## src/hw/rtl/mjs_ram.sv

```systemverilog
`default_nettype none
module mjs_ram #(
  parameter int WIDTH = 8,
  parameter int DEPTH = 16,
  localparam int AW = (DEPTH > 1) ? $clog2(DEPTH) : 1
) (
  input  wire logic             clk,
  input  wire logic             we,
  input  wire logic [AW-1:0]    waddr,
  input  wire logic [WIDTH-1:0] wdata,
  input  wire logic [AW-1:0]    raddr,
  output logic      [WIDTH-1:0] rdata
);

  logic [WIDTH-1:0] mem_r [DEPTH];
  logic [WIDTH-1:0] rdata_r;

  always_ff @(posedge clk) begin
    if (we) begin
      mem_r[waddr] <= wdata;
    end
    rdata_r <= mem_r[raddr];
  end

  assign rdata = rdata_r;

endmodule
`default_nettype wire

```

## config.mk

```make
export PLATFORM = sky130hd
export DESIGN_NAME = mjs_ram
export DESIGN_NICKNAME = d
export VERILOG_FILES = /design/src/hw/rtl/mjs_ram.sv
export SDC_FILE = /design/constraint.sdc
export NUM_CORES = 1
export LEC_CHECK = 0
export BUFFER_PORTS_ARGS = -buffer_cell sky130_fd_sc_hd__buf_4
export CAP_MARGIN = 20
export CORE_ASPECT_RATIO = 0.6
export CORE_MARGIN = 1.5
export CORE_UTILIZATION = 31
export CTS_CLUSTER_SIZE = 20
export DETAILED_ROUTE_END_ITERATION = 6
export MAX_ROUTING_LAYER = met4
export PLACE_DENSITY = 0.48
export REMOVE_ABC_BUFFERS = 1
export SYNTH_ARGS = -nofsm -noshare
export SYNTH_HDL_FRONTEND = slang
export SYNTH_SLANG_ARGS = --single-unit
export TNS_END_PERCENT = 20
```

## constraint.sdc

```tcl
create_clock -name clk -period 1.5 [get_ports clk]
set_input_delay 0 -clock clk [delete_from_list [all_inputs] [get_ports clk]]
set_output_delay 0 -clock clk [all_outputs]
set_load 0.02 [all_outputs]
```

## Word-level counts from Yosys, hierarchy flattened

Memory sizes are Yosys's and may differ from the RTL's. A register that Yosys moved wholly into a read port is not among the register bits.
Cells that the tools add are included.

- Register bits after elaboration: 0
- Bits in writable memories: 128
- Output and inout bits: 8
- Memories kept: 1

- Muxes and demuxes: 2

Memory list:

| name | depth | width | rd ports | clocked after memory_dff | write ports | line | source |
|---|---|---|---|---|---|---|---|
| mem_r | 16 | 8 | 1 | 1 | 1 | 15 | `logic [WIDTH-1:0] mem_r [DEPTH];` |

Operators with widths:

| cell | number |
|---|---|
| two-way mux 1 bit | 2 |

## Depth between registers and ports, before layout

Gate-level depths: netlist of the first run.

- Depth in word-level cells: 2
- Mapped depth: 5

## Worst setup path after synthesis of the first run

No wires, ideal clock.

- Path kind: input port to flip-flop
- Start: in waddr[2]
- End: mem mem_r[0][0], enable pin
- Arrival time: 1110 ps
- Slack: 7 ps
- Cell stages on the path: 2
- Buffers on the path: 0
- Cell sequence: or3b_2 nor3_1

RTL lines:

| item | line | source |
|---|---|---|
| start: declaration | 9 | `input wire logic [AW-1:0] waddr,` |
| end: declaration | 15 |  |

Straight into the memory's write port.

==> out/results.txt, run 1 <==
Initial cell density of the core -> 31.7%
DRT Pass-1 Iters -> 4
Post-synth top area share -> 74.7%
Std-Cell Rows -> 36
# diodes -> 0
Fin crit period -> 1360 ps
RSZ-0062 raised after global routing -> false
DR top layer -> met4
Netlist cell types -> 19
Chip Height -> 103 um
Placed cell count -> 482
Syn. warnings -> 0
Max-cap violations -> 0
WL final -> 10900 um
Fin. Hold Viols -> 0
Initial antenna violation count -> 0
Worst EP arrival -> 1620 ps
Post-synthesis sequential area ratio -> 77.8%
Clock Path Buffers -> 2
Psw -> 1.73 mW
Drc violations -> 0
Status -> finished, final reports clean
Max rail drop VDD -> 0.683 mV
Initial DRC count -> 163
Via count -> 2523
Total grt overflow -> 0
Fin crit share -> 90.8%
Seq. cell area -> 0.00400 mm2
Net Sw Frac -> 19.3%
Hold path depth -> 4
# hold bufs at CTS -> 8
CP startpoint kind -> flop
GRT Util Overall -> 13.8%
Design area -> 0.00641 mm2
Slew margin rel. -> 68.0%
Gate power share -> 5.4%
FF+latch count, synth -> 136
# setup viols final -> 0
Hold crit path type -> input port to flop
Cell-internal power -> 7.22 mW
Port buffer count -> 25
Synthesized cell area -> 0.00515 mm2
Post-CTS setup buffer count -> 0
Detail Placement HPWL -> 7320 um
Global-route wire length before repair -> 16000 um
Critical-path maximum fanout -> 1
Post-DP Area -> 0.00574 mm2
Clock-pin slew of the registers on the worst-case setup and hold paths -> 50 ps
Wire length per cell -> 20.8 um
Nets -> 318
Worst Setup End Kind -> flop
Setup TNS -> 0 ps
Met2 WL -> 4760 um
Critical Path RT -> 1760 ps
Area delta synth->final -> 24.6%
Sequential share of power -> 47.8%
Resize count post-CTS -> 0
Final Max Slew Viols -> 0
Filler cells -> 1455
Die Area -> 0.0174 mm2
Gp weighted congestion -> 0.745
TritonCTS Buffers -> 17
Tightest Pin Transition -> 479 ps
Antenna viol nets, final -> 0
Htree depth -> 4
Non-Filler Instances -> 521
FF-to-FF setup slack -> 140 ps
CTS root buffer -> clkbuf_16
Leak Pwr -> 2.19 nW
Clk sinks -> 136
Critical path class -> flop to flop
Met1 WL -> 5650 um
Most common cell after layout, fill and taps aside -> edfxtp_1
Die Wd -> 169 um
Clk pwr share -> 46.9%
Synth area leaders -> edfxtp_1, mux4_2, mux4_1, dfxtp_1, a22oi_1
Most frequent cells in the layout -> edfxtp_1, buf_4, mux4_2
P per Cell Area -> 1400 mW/mm2
Synth area leader -> edfxtp_1
Fraction of layout cells with a size suffix above 1 -> 31.7%
Multi-input gate area -> 0.00106 mm2
Clk_skew -> 6.05 ps
Clk_lat worst skew -> 400 ps
Largest net degree at the start of global routing -> 17
Ports -> 26
Vias in the first global route -> 2515
CORE AREA -> 0.0162 mm2
CTS tree -> done
Routed wl met3 -> 400 um
Fmax -> 0.734 GHz
Avg Inst Size Synth -> 22.5 um2
Vias per cell -> 4.84
Reg2Reg Depth -> 3
Post-Synthesis Cells -> 229
[synth_stat cells]
library cell,number
a22oi_1,16
nand2b_1,2
edfxtp_1,128
mux4_2,18
clkdlybuf4s25_2,3
nor2b_1,1
nand2_1,9
buf_6,3
and2b_1,1
and2_1,1
nand3b_1,2
buf_2,3
mux4_1,14
buf_4,1
nor3_1,4
nand3_1,1
dfxtp_1,8
or3b_2,1
nor2_1,13
[path summary, 6_finish.rpt]
kind / start / to
max reg2reg: mem_r[9][2] / rdata[2]
min: raddr[2] / rdata[4]
max: mem_r[9][2] / rdata[2]
min reg2reg: mem_r[4][3] / rdata[3]
[cells by family after synthesis]
family | count (synthesis) | share of synthesized area [%]
flops | 136 | 77.8
simple gates | 35 | 3.18
mux | 32 | 15.0
compound gates | 16 | 2.33
buf+inv | 10 | 1.68
[power groups by stage]
stage	logic (mW)	registers, mW	clock network (mW)
after floorplan	0.170	4.38	0
after detailed placement	0.474	4.35	0
after global routing	0.523	4.28	4.48
after global placement	0.468	4.35	0
after CTS	0.490	4.28	4.28
final	0.480	4.27	4.19
[cell type report]
class	count	area share [%]
clock buffer	20	6.81
clock inverter	11	2.42
multi-input combinational	83	16.5
sequential	136	62.4
tap	209	4.08
timing repair buffer	62	7.77
[state kept, by name (all words and copies together) (netlist names)]
register and cells:
mem_r 128, rdata 8
[metrics by stage]
step	hold slack [ps]	setup slack [ps]	power [mW]	utilization, %
2_1_floorplan	98.9	7.13	4.55	-
3_3_place_gp	316	-10.6	4.82	35.4
3_5_place_dp	332	12.4	4.83	35.4
4_1_cts	124	128	9.05	39.5
5_1_grt	131	47.8	9.28	39.5
6_report	127	137	8.95	39.5
[per-layer routing]
metal / vias to the layer above / GRT usage [%]
met5: - / -
met4: 0 / 3.47
met3: 5 / 3.65
met2: 51 / 19.5
met1: 1349 / 19.9
li1: 1118 / -
[worst max-delay path: stages (launching register included)]
cell and delay [ps]:
edfxtp_1 350, mux4_1 500, a22oi_1 240, nand2_1 140
(Power assumes the default switching activity.)
==> inputs of run 2 (changes only) <==
--- a/config.mk
+++ b/config.mk
@@ -9,2 +9,4 @@
 export CAP_MARGIN = 20
+export CELL_PAD_IN_SITES_DETAIL_PLACEMENT = 2
+export CELL_PAD_IN_SITES_GLOBAL_PLACEMENT = 2
 export CORE_ASPECT_RATIO = 0.6
@@ -15,3 +17,3 @@
 export MAX_ROUTING_LAYER = met4
-export PLACE_DENSITY = 0.48
+export PLACE_DENSITY = 0.57
 export REMOVE_ABC_BUFFERS = 1
--- a/constraint.sdc
+++ b/constraint.sdc
@@ -3,2 +3,2 @@
 set_output_delay 0 -clock clk [all_outputs]
-set_load 0.02 [all_outputs]
+set_load 0.005 [all_outputs]
==> run 2 against run 1 <==
Fmax shrank 3.4%. Count of clock-buffer cells in the layout down 3. Clock power is 9.8% higher. Non-clock buffer count is 2 lower. Critical path depth did not move. Routed wire length is 13% higher. Register-to-register slack got worse by 50 ps. Cell count is 0.19% lower. Hold slack worse by 13 ps. Critical path type unchanged. Largest cell class unchanged.
==> out/results.txt, run 2 (same netlist as run 1, synthesis figures left out) <==
Status -> finished, final reports clean
Detail Placement HPWL -> 8250 um (+13%)
Die Area -> 0.0174 mm2 (unchanged)
Clk pwr share -> 49.3% (+2.4 points)
Placed cell count -> 480 (-0.41%)
Worst Setup SP -> mem_r[9][3]
Initial cell density of the core -> 31.7% (unchanged)
Design area -> 0.00646 mm2 (+0.76%)
Critical path's largest stage delay -> 580 ps (+80 ps)
Max reg flops -> 128 (unchanged)
Total grt overflow -> 0 (unchanged)
Min-delay src -> waddr[0]
DRT Pass-1 Iters -> 5 (+1)
# setup viols final -> 0 (unchanged)
Worst path cell trace -> mux4_1, a22oi_2, nand2_1
Fin crit period -> 1410 ps (+48.1 ps)
CORE AREA -> 0.0162 mm2 (unchanged)
Non-Filler Instances -> 520 (-0.19%)
Leak Pwr -> 2.20 nW (+0.39%)
Largest net degree at the start of global routing -> 17 (unchanged)
Critical Path RT -> 1800 ps (+40 ps)
WL final -> 12300 um (+13%)
Vias in the first global route -> 2778 (+10%)
R2r startpoint -> mem_r[9][3]
Antenna viol nets, final -> 0 (unchanged)
Most frequent cells in the layout -> edfxtp_1, buf_4, mux4_2
Gate power share -> 4.9% (-0.5 points)
Clock-pin slew of the registers on the worst-case setup and hold paths -> 60 ps (about the same)
Area delta synth->final -> 25.5%
Crit-path leading delay family -> multiplexers
TritonCTS Buffers -> 17 (unchanged)
RSZ-0062 raised after global routing -> false
Net Sw Frac -> 20.5% (+1.2 points)
Psw -> 1.92 mW (+11%)
Max-cap violations -> 0 (unchanged)
P per Cell Area -> 1450 mW/mm2 (+3.6%)
Fin. Hold Viols -> 0 (unchanged)
Fmax -> 0.709 GHz (-3.4%)
Max rail drop VDD -> 0.586 mV (-14%)
Htree depth -> 4 (unchanged)
Filler cells -> 1536 (+5.6%)
Crit-path slowest cell -> mux4_1
Chip Height -> 103 um (unchanged)
Drc violations -> 0 (unchanged)
Most common cell after layout, fill and taps aside -> edfxtp_1
Die Wd -> 169 um (unchanged)
Largest register by flop count -> mem_r
Gp weighted congestion -> 0.749 (+0.44%)
Nets -> 316 (-0.63%)
Tightest Pin Transition -> 841 ps (+362 ps)
Sequential share of power -> 45.8% (-2.0 points)
Setup TNS -> 0 ps (unchanged)
Clk_skew -> 7.36 ps (+1.31 ps)
Final Max Slew Viols -> 0 (unchanged)
Fraction of layout cells with a size suffix above 1 -> 33.1% (+1.4 points)
Setup WS post-layout -> 89.3 ps (-48.1 ps)
GRT Util Overall -> 16.2% (+2.3 points)
Clk sinks -> 136 (unchanged)
Initial DRC count -> 158 (-3.1%)
Wire length per cell -> 23.6 um (+13%)
Via count -> 2513 (-0.40%)
Total power -> 9.34 mW (+4.4%)
# diodes -> 0 (unchanged)
Hold crit path type -> input port to flop
CP startpoint kind -> flop
Clock Path Buffers -> 2 (unchanged)
WP buf/inv -> 0 (unchanged)
Port buffer count -> 25 (unchanged)
Fin crit share -> 94.0% (+3.2 points)
Clk_lat worst skew -> 420 ps (+20 ps)
Slew margin rel. -> 43.8% (-24 points)
Initial antenna violation count -> 0 (unchanged)
Dpl ws -> -53.0 ps (-65.4 ps)
Worst EP arrival -> 1710 ps (+90 ps)
CTS tree -> done
Std-Cell Rows -> 36 (unchanged)
Ports -> 26 (unchanged)
Critical path class -> flop to flop
Post-DP Area -> 0.00573 mm2 (-0.26%)
Vias per cell -> 4.83 (-0.20%)
Critical-path maximum fanout -> 1 (unchanged)
Cell-internal power -> 7.42 mW (+2.8%)
Worst Setup End Kind -> flop
Post-CTS setup buffer count -> 0 (unchanged)
Global-route wire length before repair -> 18600 um (+16%)
CTS root buffer -> clkbuf_16
run 2: stage by stage:
| step | util [%] | hold slack, ps |
|---|---|---|
| floorplan | - | 98.9 |
| global placement | 35.3 | 311 |
| detailed placement | 35.3 | 332 |
| CTS | 39.8 | 105 |
| global route | 39.8 | 123 |
| finish | 39.8 | 114 |
run 2: cell type report:
class / instances / area [um2] / area share (%)
clock buffers: 17 / 425 / 6.58
well taps: 209 / 262 / 4.05
clock inverters: 15 / 225 / 3.49
multi-input cells: 83 / 1060 / 16.4
flip-flops and latches: 136 / 4000 / 62.0
repair buffers: 60 / 483 / 7.47
run 2: worst reg2reg max path: stages, from the launching register on:
cell      delay [ps]
edfxtp_1         390
mux4_1           580
a22oi_2          240
nand2_1           80
run 2: worst paths after layout:
| check | cells past startpoint | endpoint | slack, ps |
|---|---|---|---|
| min reg2reg | 3 | rdata[2] | 680 |
| max reg2reg | 3 | rdata[3] | 90 |
| max | 3 | rdata[3] | 90 |
| min | 3 | mem_r[4][6] | 110 |
run 2: power by group through the flow:
stage | clock, mW | combinational, mW | sequential (mW)
after floorplan | 0 | 0.170 | 4.35
after global placement | 0 | 0.435 | 4.36
after detailed placement | 0 | 0.450 | 4.36
after CTS | 4.69 | 0.468 | 4.28
after global routing | 4.84 | 0.503 | 4.29
final | 4.60 | 0.457 | 4.28
run 2: repair_timing:
item,4_1_cts,5_1_grt
resized for setup,0,1
hold buffers,8,0
endpoints found under the setup margin,0,1
hold endpoints to repair,128,0
run 2: layer usage:
metal / vias up / share of wire (%) / GRT usage [%]
met5: - / 0 / -
met4: 0 / 1.1 / 5.17
met3: 14 / 3.0 / 4.07
met2: 42 / 44 / 23.6
met1: 1345 / 52 / 22.3
li1: 1112 / - / -
==> inputs of run 3 (changes only) <==
--- a/config.mk
+++ b/config.mk
@@ -17,3 +17,3 @@
 export MAX_ROUTING_LAYER = met4
-export PLACE_DENSITY = 0.57
+export PLACE_DENSITY = 0.6
 export REMOVE_ABC_BUFFERS = 1
--- a/constraint.sdc
+++ b/constraint.sdc
@@ -3,2 +3,2 @@
 set_output_delay 0 -clock clk [all_outputs]
-set_load 0.005 [all_outputs]
+set_load 0.02 [all_outputs]
==> run 3 against run 2 <==
Global-route usage down 0.58 points. Critical endpoint is now rdata[1]. Largest power group is now registers. Non-clock buffer count down 4. Critical path depth unchanged. Cell count down 0.77%. Sequential power about the same. Combinational power up 4%. Design area down 1.7%. Setup slack better by 26 ps. Sequential share of layout area up 1.1 points. First-iteration DRC count up 11%.
==> out/results.txt, run 3 (same netlist as run 1, synthesis figures left out) <==
Status -> finished, final reports clean
Clk sinks -> 136 (unchanged)
Total power -> 8.83 mW (-5.5%)
GRT Util Overall -> 15.6% (-0.58 points)
Max-cap violations -> 0 (unchanged)
Post-CTS setup buffer count -> 0 (unchanged)
WHS -> 129 ps (+15.5 ps)
Largest register by flop count -> mem_r
Final Max Slew Viols -> 0 (unchanged)
Wire length per cell -> 23.0 um (-2.8%)
Initial DRC count -> 176 (+11%)
Global-route wire length before repair -> 18100 um (-2.8%)
Design area -> 0.00635 mm2 (-1.7%)
# diodes -> 0 (unchanged)
Psw -> 1.88 mW (-1.7%)
Max rail drop VDD -> 0.765 mV (+31%)
Clock-pin slew of the registers on the worst-case setup and hold paths -> 70 ps (about the same)
Resize count post-CTS -> 0 (unchanged)
Port buffer count -> 25 (unchanged)
Fmax -> 0.722 GHz (+1.9%)
Slew margin rel. -> 39.5% (-4.3 points)
# setup viols final -> 0 (unchanged)
Critical path class -> flop to flop
Fraction of layout cells with a size suffix above 1 -> 31.6% (-1.5 points)
Fin. Hold Viols -> 0 (unchanged)
Initial cell density of the core -> 31.7% (unchanged)
DRT Pass-1 Iters -> 4 (-1)
TritonCTS Buffers -> 17 (unchanged)
Most common cell after layout, fill and taps aside -> edfxtp_1
Hold crit path type -> input port to flop
Reg2Reg Depth -> 3 (unchanged)
Largest net degree at the start of global routing -> 17 (unchanged)
Vias in the first global route -> 2815 (+1.3%)
Post-DP Area -> 0.00570 mm2 (-0.52%)
Die Area -> 0.0174 mm2 (unchanged)
Dpl ws -> 20.9 ps (+73.8 ps)
Initial antenna violation count -> 0 (unchanged)
RSZ-0062 raised after global routing -> false
Gate power share -> 5.4% (+0.5 points)
Via count -> 2562 (+1.9%)
Detail Placement HPWL -> 7900 um (-4.3%)
Vias per cell -> 4.97 (+2.7%)
Setup WS post-layout -> 115 ps (+25.9 ps)
Critical-path maximum fanout -> 1 (unchanged)
Net Sw Frac -> 21.3% (+0.81 points)
Tightest Pin Transition -> 905 ps (+64.4 ps)
Clk_skew -> 8.90 ps (+1.54 ps)
CP startpoint kind -> flop
Sequential share of power -> 48.4% (+2.6 points)
Drc violations -> 0 (unchanged)
Critical Path RT -> 1790 ps (about the same)
Worst EP arrival -> 1680 ps (-30 ps)
Antenna viol nets, final -> 0 (unchanged)
Htree depth -> 4 (unchanged)
Max reg flops -> 128 (unchanged)
Nets -> 312 (-1.3%)
CTS tree -> done
Cell-internal power -> 6.95 mW (-6.4%)
Core Util, Final -> 39.2% (-0.68 points)
Die Wd -> 169 um (unchanged)
CORE AREA -> 0.0162 mm2 (unchanged)
Ports -> 26 (unchanged)
Clk_lat worst skew -> 420 ps (about the same)
Placed cell count -> 476 (-0.83%)
Leak Pwr -> 2.15 nW (-2.4%)
CTS root buffer -> clkbuf_16
Non-Filler Instances -> 516 (-0.77%)
Clk pwr share -> 46.2% (-3.1 points)
Clock Path Buffers -> 2 (unchanged)
WL final -> 11900 um (-3.5%)
Worst Setup End Kind -> flop
Area delta synth->final -> 23.4%
Std-Cell Rows -> 36 (unchanged)
Fin crit period -> 1380 ps (-25.9 ps)
Setup TNS -> 0 ps (unchanged)
Fin crit share -> 92.3% (-1.7 points)
Gp weighted congestion -> 0.710 (-5.1%)
Hold path depth -> 3 (unchanged)
Most frequent cells in the layout -> edfxtp_1, buf_4, mux4_2
Chip Height -> 103 um (unchanged)
P per Cell Area -> 1390 mW/mm2 (-3.8%)
Total grt overflow -> 0 (unchanged)
run 3: cell types whose count changed in the layout (fill, tap and decap cells not counted):
cell	previous run	this run
clkinv_2	1	4
clkbuf_1	0	2
clkbuf_8	0	1
clkinv_1	1	0
buf_4	51	47
bufinv_16	5	2
a22oi_1	15	16
a22oi_2	1	0
inv_6	2	0
run 3: worst max-delay path, stage by stage (launching register included):
cell,delay [ps]
edfxtp_1,390
mux4_1,530
a22oi_1,250
nand2_1,90
run 3: repair_timing:
action                     4_1_cts  5_1_grt
hold buffers                     8        0
hold endpoints to repair       128        0
setup endpoints to repair        0        0
run 3: power groups by stage:
| stage | registers (mW) | logic (mW) | clock network (mW) |
|---|---|---|---|
| 2_1_floorplan | 4.38 | 0.170 | 0 |
| 3_3_place_gp | 4.35 | 0.455 | 0 |
| 3_5_place_dp | 4.36 | 0.470 | 0 |
| 4_1_cts | 4.28 | 0.488 | 4.17 |
| 5_1_grt | 4.28 | 0.518 | 4.31 |
| 6_report | 4.28 | 0.474 | 4.08 |
run 3: path summary, 6_finish.rpt:
path	slack, ps	from	endpoint
worst min-delay path	130	waddr[0]	mem_r[0][7]
worst min register to register	680	mem_r[13][2]	rdata[2]
worst max register to register	120	mem_r[11][1]	rdata[1]
worst max-delay path	120	mem_r[11][1]	rdata[1]
run 3: layer usage:
| metal | vias to the layer above | track usage [%] | wire length [um] |
|---|---|---|---|
| met1 | 1388 | 21.7 | 5920 |
| met2 | 62 | 22.6 | 5240 |
| met5 | - | - | 0 |
| met3 | 9 | 4.30 | 609 |
| li1 | 1103 | - | - |
| met4 | 0 | 4.15 | 86 |
run 3: layout make-up:
cell class	count	area, um2
clock buffers	20	447
clock inverters	12	129
fillers	1557	9860
multi-input cells	83	1060
flip-flops and latches	136	4000
well taps	209	262
repair buffers	56	453
